[src/rtl/olasd_pkg.sv]
// Package for the ordered list block: sizes, operation and status codes,
// and the control bundle that the top level broadcasts to every cell.
// No dependencies.
package olasd_pkg;

  localparam int DEPTH   = 16;
  localparam int IDX_W   = (DEPTH > 1) ? $clog2(DEPTH) : 1;
  localparam int CNT_W   = $clog2(DEPTH + 1);
  localparam int VALUE_W = 32;
  localparam int OUT_CNT_W = 5;

  typedef enum logic [1:0] {
    OP_APPEND = 2'd0,
    OP_SEARCH = 2'd1,
    OP_DELETE = 2'd2
  } op_t;

  typedef enum logic [1:0] {
    ST_OK        = 2'd0,
    ST_FULL      = 2'd1,
    ST_NOT_FOUND = 2'd2
  } status_t;

  typedef struct packed {
    logic               append_en;
    logic               delete_en;
    logic [CNT_W-1:0]   count;
    logic [VALUE_W-1:0] key;
  } cell_ctrl_t;

endpackage

[src/rtl/olasd_if.sv]
// Request and response channel interfaces of the ordered list block.
// Depends on olasd_pkg.
interface olasd_req_if
  import olasd_pkg::*;
();
  logic                      valid;
  logic                      ready;
  logic [1:0]                op;
  logic signed [VALUE_W-1:0] value;

  modport source (output valid, output op, output value, input ready);
  modport sink   (input valid, input op, input value, output ready);
endinterface

interface olasd_rsp_if
  import olasd_pkg::*;
();
  logic                 valid;
  logic                 ready;
  logic                 found;
  logic [1:0]           status;
  logic [OUT_CNT_W-1:0] count;

  modport source (output valid, output found, output status, output count, input ready);
  modport sink   (input valid, input found, input status, input count, output ready);
endinterface

[src/rtl/olasd_cell.sv]
// One cell of the list: holds one entry, compares it with the key and
// takes its right neighbor's entry when a delete closes the gap.
// Depends on olasd_pkg.
module olasd_cell
  import olasd_pkg::*;
(
  input  logic               clk,
  input  cell_ctrl_t         ctrl,
  input  logic [IDX_W-1:0]   index,
  input  logic [VALUE_W-1:0] next_entry,
  input  logic               prior_in,
  output logic               prior_out,
  output logic [VALUE_W-1:0] entry
);

  logic held;
  logic hit;
  logic shift;
  logic load;

  assign held = CNT_W'(index) < ctrl.count;
  assign hit  = held && (entry == ctrl.key);

  // A match at or below this cell marks everything from here up as moving.
  assign prior_out = prior_in | hit;
  assign shift     = ctrl.delete_en && prior_out;
  assign load      = ctrl.append_en && (CNT_W'(index) == ctrl.count);

  always_ff @(posedge clk) begin
    if (shift) begin
      entry <= next_entry;
    end else if (load) begin
      entry <= ctrl.key;
    end
  end

endmodule

[src/rtl/olasd_top_ctrl.sv]
// Control of the ordered list: fill count, per-request decode and the
// registered response stage. Depends on olasd_pkg.
module olasd_top_ctrl
  import olasd_pkg::*;
(
  input  logic       clk,
  input  logic       rst,
  input  logic       req_valid,
  output logic       req_ready,
  input  logic [1:0] req_op,
  input  logic [VALUE_W-1:0] req_key,
  input  logic       match_any,
  output cell_ctrl_t ctrl,
  output logic       rsp_valid,
  input  logic       rsp_ready,
  output logic       rsp_found,
  output logic [1:0] rsp_status,
  output logic [OUT_CNT_W-1:0] rsp_count
);

  logic [CNT_W-1:0] count;
  logic [CNT_W-1:0] count_next;
  logic             accept;
  logic             full;
  logic             found_next;
  status_t          status_next;

  assign req_ready = !rsp_valid || rsp_ready;
  assign accept    = req_valid && req_ready;
  assign full      = count == CNT_W'(DEPTH);

  always_comb begin
    ctrl.append_en = 1'b0;
    ctrl.delete_en = 1'b0;
    ctrl.count     = count;
    ctrl.key       = req_key;
    count_next     = count;
    found_next     = 1'b0;
    status_next    = ST_OK;
    case (req_op)
      OP_APPEND: begin
        if (full) begin
          status_next = ST_FULL;
        end else begin
          ctrl.append_en = accept;
          count_next     = count + CNT_W'(1);
        end
      end
      OP_SEARCH: begin
        found_next = match_any;
      end
      OP_DELETE: begin
        ctrl.delete_en = accept;
        found_next     = match_any;
        if (match_any) begin
          count_next = count - CNT_W'(1);
        end else begin
          status_next = ST_NOT_FOUND;
        end
      end
      default: begin
      end
    endcase
  end

  always_ff @(posedge clk) begin
    if (rst) begin
      count     <= '0;
      rsp_valid <= 1'b0;
    end else begin
      if (accept) begin
        count     <= count_next;
        rsp_valid <= 1'b1;
      end else if (rsp_ready) begin
        rsp_valid <= 1'b0;
      end
    end
  end

  always_ff @(posedge clk) begin
    if (accept) begin
      rsp_found  <= found_next;
      rsp_status <= status_next;
      rsp_count  <= OUT_CNT_W'(count_next);
    end
  end

endmodule

[src/rtl/ordered_list_append_search_delete.sv]
// Ordered list of signed 32-bit values held in a row of compare-and-shift
// cells. Request channel req carries op (append, search, delete first
// match) and value; response channel rsp carries found, status and the
// count after the operation. Exactly one response per request, in order.
// Every cell compares its entry with the key at once; the first-match flag
// ripples from the head cell toward the tail, and on a delete every cell at
// or after the match takes its right neighbor's entry in the same cycle.
// The response is registered at the edge that accepts the request. One request
// per cycle is accepted while the response register is empty or being taken;
// the compare and shift across the row of cells both complete at that edge.
// req.ready is high whenever the response register is empty or is being
// taken, so a stalled receiver holds the response and blocks new requests
// only until it is taken. Synchronous reset empties the list (count zero)
// and drops any pending response; entry contents are not cleared, since
// only entries below the count are ever compared.
// Depends on olasd_pkg, olasd_if, olasd_cell and olasd_top_ctrl.
module ordered_list_append_search_delete
  import olasd_pkg::*;
(
  input logic       clk,
  input logic       rst,
  olasd_req_if.sink   req,
  olasd_rsp_if.source rsp
);

  cell_ctrl_t         ctrl;
  logic [VALUE_W-1:0] entries [DEPTH];
  logic [DEPTH:0]     prior;

  assign prior[0] = 1'b0;

  for (genvar i = 0; i < DEPTH; i++) begin : g_cell
    logic [VALUE_W-1:0] next_entry;
    if (i == DEPTH - 1) begin : g_tail
      // The last cell leaves the held range when it shifts; its value is dead.
      assign next_entry = '0;
    end else begin : g_mid
      assign next_entry = entries[i+1];
    end

    olasd_cell u_cell (
      .clk        (clk),
      .ctrl       (ctrl),
      .index      (IDX_W'(i)),
      .next_entry (next_entry),
      .prior_in   (prior[i]),
      .prior_out  (prior[i+1]),
      .entry      (entries[i])
    );
  end

  olasd_top_ctrl u_ctrl (
    .clk        (clk),
    .rst        (rst),
    .req_valid  (req.valid),
    .req_ready  (req.ready),
    .req_op     (req.op),
    .req_key    (req.value),
    .match_any  (prior[DEPTH]),
    .ctrl       (ctrl),
    .rsp_valid  (rsp.valid),
    .rsp_ready  (rsp.ready),
    .rsp_found  (rsp.found),
    .rsp_status (rsp.status),
    .rsp_count  (rsp.count)
  );

endmodule

[src/flat_wrapper.sv]
// flat-port wrapper written by rule: the top's interface ports become plain ports
module ordered_list_append_search_delete_flat import olasd_pkg::*;
  (clk, rst, req_valid, req_op, req_value, req_ready, rsp_valid, rsp_found, rsp_status, rsp_count, rsp_ready);
  olasd_req_if req_i ();
  olasd_rsp_if rsp_i ();
  input logic clk;
  input logic rst;
  input wire logic [$bits(req_i.valid)-1:0] req_valid;
  input wire logic [$bits(req_i.op)-1:0] req_op;
  input wire logic [$bits(req_i.value)-1:0] req_value;
  output wire logic [$bits(req_i.ready)-1:0] req_ready;
  output wire logic [$bits(rsp_i.valid)-1:0] rsp_valid;
  output wire logic [$bits(rsp_i.found)-1:0] rsp_found;
  output wire logic [$bits(rsp_i.status)-1:0] rsp_status;
  output wire logic [$bits(rsp_i.count)-1:0] rsp_count;
  input wire logic [$bits(rsp_i.ready)-1:0] rsp_ready;
  assign req_i.valid = req_valid;
  assign req_i.op = req_op;
  assign req_i.value = req_value;
  assign req_ready = req_i.ready;
  assign rsp_valid = rsp_i.valid;
  assign rsp_found = rsp_i.found;
  assign rsp_status = rsp_i.status;
  assign rsp_count = rsp_i.count;
  assign rsp_i.ready = rsp_ready;
  ordered_list_append_search_delete u_core (.clk(clk), .rst(rst), .req(req_i), .rsp(rsp_i));
endmodule
[config.mk]
export PLATFORM = sky130hd
export DESIGN_NAME = ordered_list_append_search_delete_flat
export DESIGN_NICKNAME = d
export VERILOG_FILES = /design/src/rtl/olasd_pkg.sv /design/src/rtl/olasd_if.sv /design/src/rtl/olasd_cell.sv /design/src/rtl/olasd_top_ctrl.sv /design/src/rtl/ordered_list_append_search_delete.sv /design/src/flat_wrapper.sv
export SDC_FILE = /design/constraint.sdc
export NUM_CORES = 1
export LEC_CHECK = 0
export BUFFER_PORTS_ARGS = -buffer_cell sky130_fd_sc_hd__buf_2
export CORE_UTILIZATION = 50
export DETAILED_ROUTE_END_ITERATION = 6
export HOLD_SLACK_MARGIN = 0.08
export PLACE_DENSITY = 0.67
export SYNTH_ARGS = -nofsm -noshare
export SYNTH_HDL_FRONTEND = slang
export SYNTH_SLANG_ARGS = --single-unit
[constraint.sdc]
create_clock -name clk -period 6.8 [get_ports clk]
set_clock_uncertainty 0.15 [all_clocks]
set_input_delay 0.34 -clock clk [delete_from_list [all_inputs] [get_ports clk]]
set_output_delay 0.34 -clock clk [all_outputs]
set_load 0.01 [all_outputs]
# Yosys cells after proc, flatten, opt, wreduce, memory -nomap -nowiden
# Index checks and enable logic that the tools add are counted.
# classes
addsub,2
n_lt_le_gt_ge,16
eq_ne,34
mux,41
n_bitwise,15
n_reduce_logical,70
# op_table
op,n
$mux W32,30
$eq A32 B32 Y1,16
$logic_and A1 B1 Y1,49
$eq A4 B5 Y1 const A,8
$lt A4 B5 Y1 const A,8
$reduce_bool A2 Y1,16
$eq A3 B5 Y1 const A,4
$lt A3 B5 Y1 const A,4
$or A1 B1 Y1,15
$eq A2 B5 Y1 const A,2
$lt A1 B5 Y1 const A,2
$lt A2 B5 Y1 const A,2
$mux W5,2
$pmux W5 S2,1
$mux W1,6
$add A5 B1 Y5 const B,1
$eq A1 B5 Y1 const A,1
$eq A5 B5 Y1 const B,1
$logic_not A5 Y1,1
$sub A5 B1 Y5 const B,1
$pmux W2 S2,1
$eq A2 B1 Y1 const B,1
$eq A2 B2 Y1 const B,1
$logic_not A2 Y1,1
other kinds (4),4
# totals
ff_bits,526
input_bits,38
out_inout_bits,10
wordCells,199

# Depth between registers and ports, before layout
# depth
ltp_word,19
mapped_depth,14
ltp_nobuf,10

# Hierarchy
# Synthesis repeated with hierarchy kept, for this count alone.
# unflattened
cells_unflattened,4844
hier_area_um2,45904.0
# modules_own_cells
module,n_inst,cells_per_inst,area_each_um2,seq_area_each_um2
olasd_cell,16,295,2798.9,960.9
olasd_top_ctrl,1,122,1113.6,360.3
ordered_list_append_search_delete,1,2,7.5,0.0

# Least setup slack after synthesis
# Ideal clock, no wire load.
# synth_path
path_type,reg-to-reg
startpoint,register u_core.u_ctrl.count[1]
endpoint,register u_core.g_cell[7].u_cell.entry[0] (enable)
setup_ns,0.466
arrival_time_ns,4.144
required_ns,6.184
slack_ns,2.041
stages_incl_launch_ff,10
path_buffers,0
period_less_slack_ns,4.759
cell_sequence,dfxtp_1 -> clkinv_1 -> ha_1 -> o21ai_0 -> nand2_1 -> nor3_1 -> a2111oi_2 -> nand2_1 -> nor3_1 -> o21ai_0
# synth_via
elab_chain_cells,11
elab_cells_between_ends,30
cone_classes,order compare: 8; eq/ne: 2; mux: 2; bitwise: 7; reduce/logical: 11
# synth_rtl
item,line_no,source
start: declaration,olasd_top_ctrl.sv:21,logic [CNT_W-1:0] count;
start signal: assignment,olasd_top_ctrl.sv:72,count <= count_next;
$lt A1 B5 Y1,olasd_cell.sv:21,assign held = CNT_W'(index) < ctrl.count;
$logic_and A1 B1 Y1,olasd_cell.sv:22,assign hit = held && (entry == ctrl.key);
$or A1 B1 Y1 (7 in series),olasd_cell.sv:25,assign prior_out = prior_in | hit;
$logic_and A1 B1 Y1,olasd_cell.sv:26,assign shift = ctrl.delete_en && prior_out;
$reduce_bool A2 Y1 (no line) (*),n/a,
end signal: assignment,olasd_cell.sv:31,entry <= next_entry;
end signal: assignment,olasd_cell.sv:33,entry <= ctrl.key;
end: declaration,olasd_cell.sv:13,output logic [VALUE_W-1:0] entry
# Mark *: on every way between the ends. The rest lies on a longest branch, timed or not.
# A chain may end at the register's enable or synchronous reset.

# Final worst setup path
# layout_path
startpoint,register u_core.u_ctrl.count[1]
endpoint,register u_core.g_cell[10].u_cell.entry[12] (enable)
# layout_via
elab_chain_cells,14
elab_cells_between_ends,39
cone_classes,order compare: 11; eq/ne: 2; mux: 2; bitwise: 10; reduce/logical: 14
# layout_rtl
item,line_no
$lt A1 B5 Y1,olasd_cell.sv:21
$logic_and A1 B1 Y1,olasd_cell.sv:22
$or A1 B1 Y1 (10 in series),olasd_cell.sv:25
$logic_and A1 B1 Y1,olasd_cell.sv:26
$reduce_bool A2 Y1 (no line) (*),n/a
end signal: assignment,olasd_cell.sv:31
end signal: assignment,olasd_cell.sv:33
end: declaration,olasd_cell.sv:13
# Marks and branches as above.

==> results.ini <==
[outcome]
status = complete, no violations

[die]
rows = 88
initial_core_util_pct = 50.76
die_w_um = 244.3
ios = 48
die_area_um2 = 59660
fp.dieH_um = 244.3
coreArea_um2 = 57810

[clocking]
clkTransAtPathRegs_ns = 0.06
cts_tree = built
cts.sinks = 526
clock_latency_ns = 0.62
root_buffer = clkbuf_16
post-cts-setup-buffers = 0
htree_num_levels = 2
cts_buffer_depth = 3
cts_buffers = 56

[power_and_ir_drop]
power.clock.fraction_pct = 42.4
p_per_area_nw_per_um2 = 225.3
ir_worst_vdd_mv = 0.2247
internal_power_w = 0.005478
p_sw_share_pct = 23.16
switching_power_w = 0.001652
p_leak_nw = 10.67
power_frac_seq_pct = 49.8
comb_power_share_pct = 7.8
p_total_w = 0.007130

[logic_synthesis]
avgSynthCellArea_um2 = 13.62
synth_flop_cell = edfxtp_1
synth_warnings = 0
syn-cell-area_um2 = 29340
syn-num-nets = 2199
yosysSeqAreaShare_pct = 52.53
netlist_instances = 2154
synthDistinctLibCells = 68
synth_async_sr_flop_share_pct = 0
synth_edf_count = 488
ys_seq_elements = 526

[drt]
drc = 0
dr.pass1.iters = 5
routed_wl_um = 86550
wire_per_inst_um = 29.32
antenna_left = 0
vias = 17930
via_per_inst = 6.074
drt_iter0_drc = 1658

[setup_path]
critPathLaunchType = register
crit_path_start = u_core.u_ctrl.count[1]
path_max_fanout = 33
worstSetupPathType = reg2reg
r2r-start = u_core.u_ctrl.count[1]
rr_worst_depth = 9
crit_required_ns = 6.87
cp_data_arrival_time_ns = 4.90
slowest_delay_ns = 0.97
reg2reg_to = u_core.g_cell[10].u_cell.entry[12]
crit_chain = clkinv_1 -> nor2_1 -> o21ai_0 -> nor3_1 -> nor4_4 -> and4_4 -> nor2_4 -> buf_4 -> a21o_1
endpoint_kind = register
r2r_setup_slack_ns = 1.97
critPathSlowestCell = a21o_1

[sta]
slew_headroom_pct = 16.25
fmax_mhz = 206.8
hold_viol = 0
setup_violations = 0
max_slew.worst_pin.slew_ns = 1.256
fin_tns_setup_ns = 0
finalCriticalPeriod_ns = 4.835
rsz0062_at_grt = false
fin_hold_ws_ns = 0.1052
post-route-period-util_pct = 71.10
drv_slew = 0

[min_path]
whs_path_depth = 4
min_from = rsp_ready
min_path_type = in2reg
holdPathEnd = u_core.u_ctrl.count[0]

[cells_and_area]
multi_input_area_um2 = 12670
syn_to_final_growth_pct = 7.829
layout-drive-gt1-share_pct = 29.14
fillCellCount = 4835
regArea_um2 = 15410
fin_nets = 2184
fin_util_pct = 54.74

[placed_design]
dp_hpwl_um = 61080
io_buffers = 47
finalWeightedCongestion = 0.9711

[job]
cap_viol_max_count = 0

[global_route]
track_usage_pct = 29.00
grt_pass1_wl_um = 126100
grt_pass1_vias = 18140
overflow = 0
antenna_found_initial = 2
grt_max_degree = 34

[critical path, delay by kind of cell (launching register included)]
family	cells	cell delay, ns
flops	1	0.59
compound gates	2	1.18
buf+inv	2	0.89
simple gates	5	1.60
[stage by stage]
| step | setup slack [ns] | cell area, µm² | cells |
|---|---|---|---|
| finish | 1.965 | 31640 | 2952 |
| CTS | 2.058 | 31640 | 2951 |
| global placement | 1.881 | 29810 | 2839 |
| floorplan | 2.041 | 29340 | 2154 |
| global route | 1.750 | 31640 | 2951 |
| detailed placement | 1.756 | 29810 | 2839 |
[logic make-up (layout without fill, tap and decap cells)]
family	Yosys count	count (layout)	share of synthesized area (%)
xor gates and xnor gates	512	512	15.28
adders and majority gates	7	7	0.2985
AOI/OAI and AO/OA	61	61	1.620
and+or+nand+nor	331	331	6.345
DFF	526	526	52.53
other	0	1	0
buffers and inverters	204	236	4.375
muxes	513	513	19.55
[cells in the mapped netlist, types with 11 or more instances]
library cell / n / area, µm²
edfxtp_1: 488 / 14650
nand3_1: 22 / 110.1
dfxtp_1: 38 / 760.7
nor4_1: 105 / 656.9
inv_1: 11 / 41.29
nand4_1: 46 / 287.8
xor2_1: 395 / 3460
buf_6: 34 / 382.9
clkbuf_1: 49 / 183.9
buf_2: 60 / 300.3
nor3_1: 27 / 135.1
buf_4: 41 / 307.8
nor2_1: 54 / 202.7
mux2i_1: 33 / 330.3
nand2_1: 38 / 142.6
xnor2_1: 117 / 1025
mux2_1: 63 / 709.4
mux2_2: 417 / 4696
[per-layer routing]
layer / track usage, % / up-vias / part of all wire [%]
li1: - / 7851 / -
met3: 4.576 / 144 / 6.4
met1: 39.47 / 9240 / 43
met4: 11.42 / 0 / 4.0
met5: 0 / - / 0
met2: 46.43 / 695 / 47
[how the worst max path moves through the flow]
| stage | end | depth (start not counted) | slack [ns] |
|---|---|---|---|
| 5_1_grt | u_core.g_cell[10].u_cell.entry[0] | 9 | 1.75 |
| 2_1_floorplan | u_core.g_cell[7].u_cell.entry[0] | 9 | 2.04 |
| 6_report | u_core.g_cell[10].u_cell.entry[12] | 9 | 1.97 |
| 4_1_cts | u_core.g_cell[10].u_cell.entry[10] | 10 | 2.06 |
| 3_3_place_gp | u_core.g_cell[10].u_cell.entry[15] | 10 | 1.88 |
| 3_5_place_dp | u_core.g_cell[10].u_cell.entry[12] | 10 | 1.76 |
[cell usage in the layout (no fill, tap or decap), types with 4 or more instances in the layout]
master	n
edfxtp_1	488
clkbuf_16	56
inv_1	11
nor4_1	105
bufinv_16	5
a21oi_1	6
buf_2	47
dlygate4sd3_1	7
mux2_1	63
and2_1	4
nor2_1	51
nor2_2	5
nand3_1	22
ha_1	7
dfxtp_1	38
mux2i_1	33
xnor2_1	117
clkinv_2	10
buf_4	65
clkinv_1	13
nor3_1	27
nand2_1	37
nand4_1	46
a211oi_1	4
clkbuf_1	18
a31oi_1	9
xor2_1	395
o21ai_0	8
mux2_2	417
a21o_1	5
[power by group through the flow]
| stage | logic (W) | clock network [W] | registers [W] |
|---|---|---|---|
| 3_3_place_gp | 0.000538 | 0 | 0.00362 |
| 6_report | 0.000556 | 0.00302 | 0.00355 |
| 2_1_floorplan | 0.000384 | 0 | 0.00362 |
| 3_5_place_dp | 0.000543 | 0 | 0.00362 |
| 4_1_cts | 0.000551 | 0.00305 | 0.00355 |
| 5_1_grt | 0.000587 | 0.00317 | 0.00355 |
[layout make-up]
| cell class | count | share of cell area, % |
|---|---|---|
| sequential | 526 | 48.72 |
| multi-input combinational | 1424 | 40.03 |
| clock buffer | 75 | 4.686 |
| tap | 765 | 3.025 |
| timing repair buffer | 119 | 2.507 |
| clock inverter | 30 | 0.8818 |
| inverter | 12 | 0.1424 |
| antenna | 1 | 0.007909 |
[state kept, by name, summed over array words and instances, names as in the netlist]
| signal | cells |
|---|---|
| u_core.u_ctrl.rsp_status | 2 |
| u_core.u_ctrl.rsp_count | 5 |
| u_core.g_cell.u_cell.entry | 512 |
| u_core.u_ctrl.rsp_found | 1 |
| u_core.u_ctrl.count | 5 |
| u_core.u_ctrl.rsp_valid | 1 |
[repair_timing]
action	CTS	global route
setup endpoints to repair	0	0
hold buffers	7	0
gates resized for setup	0	0
endpoints found under the hold margin	10	0
No activity file was read; power rests on OpenSTA's default activity.
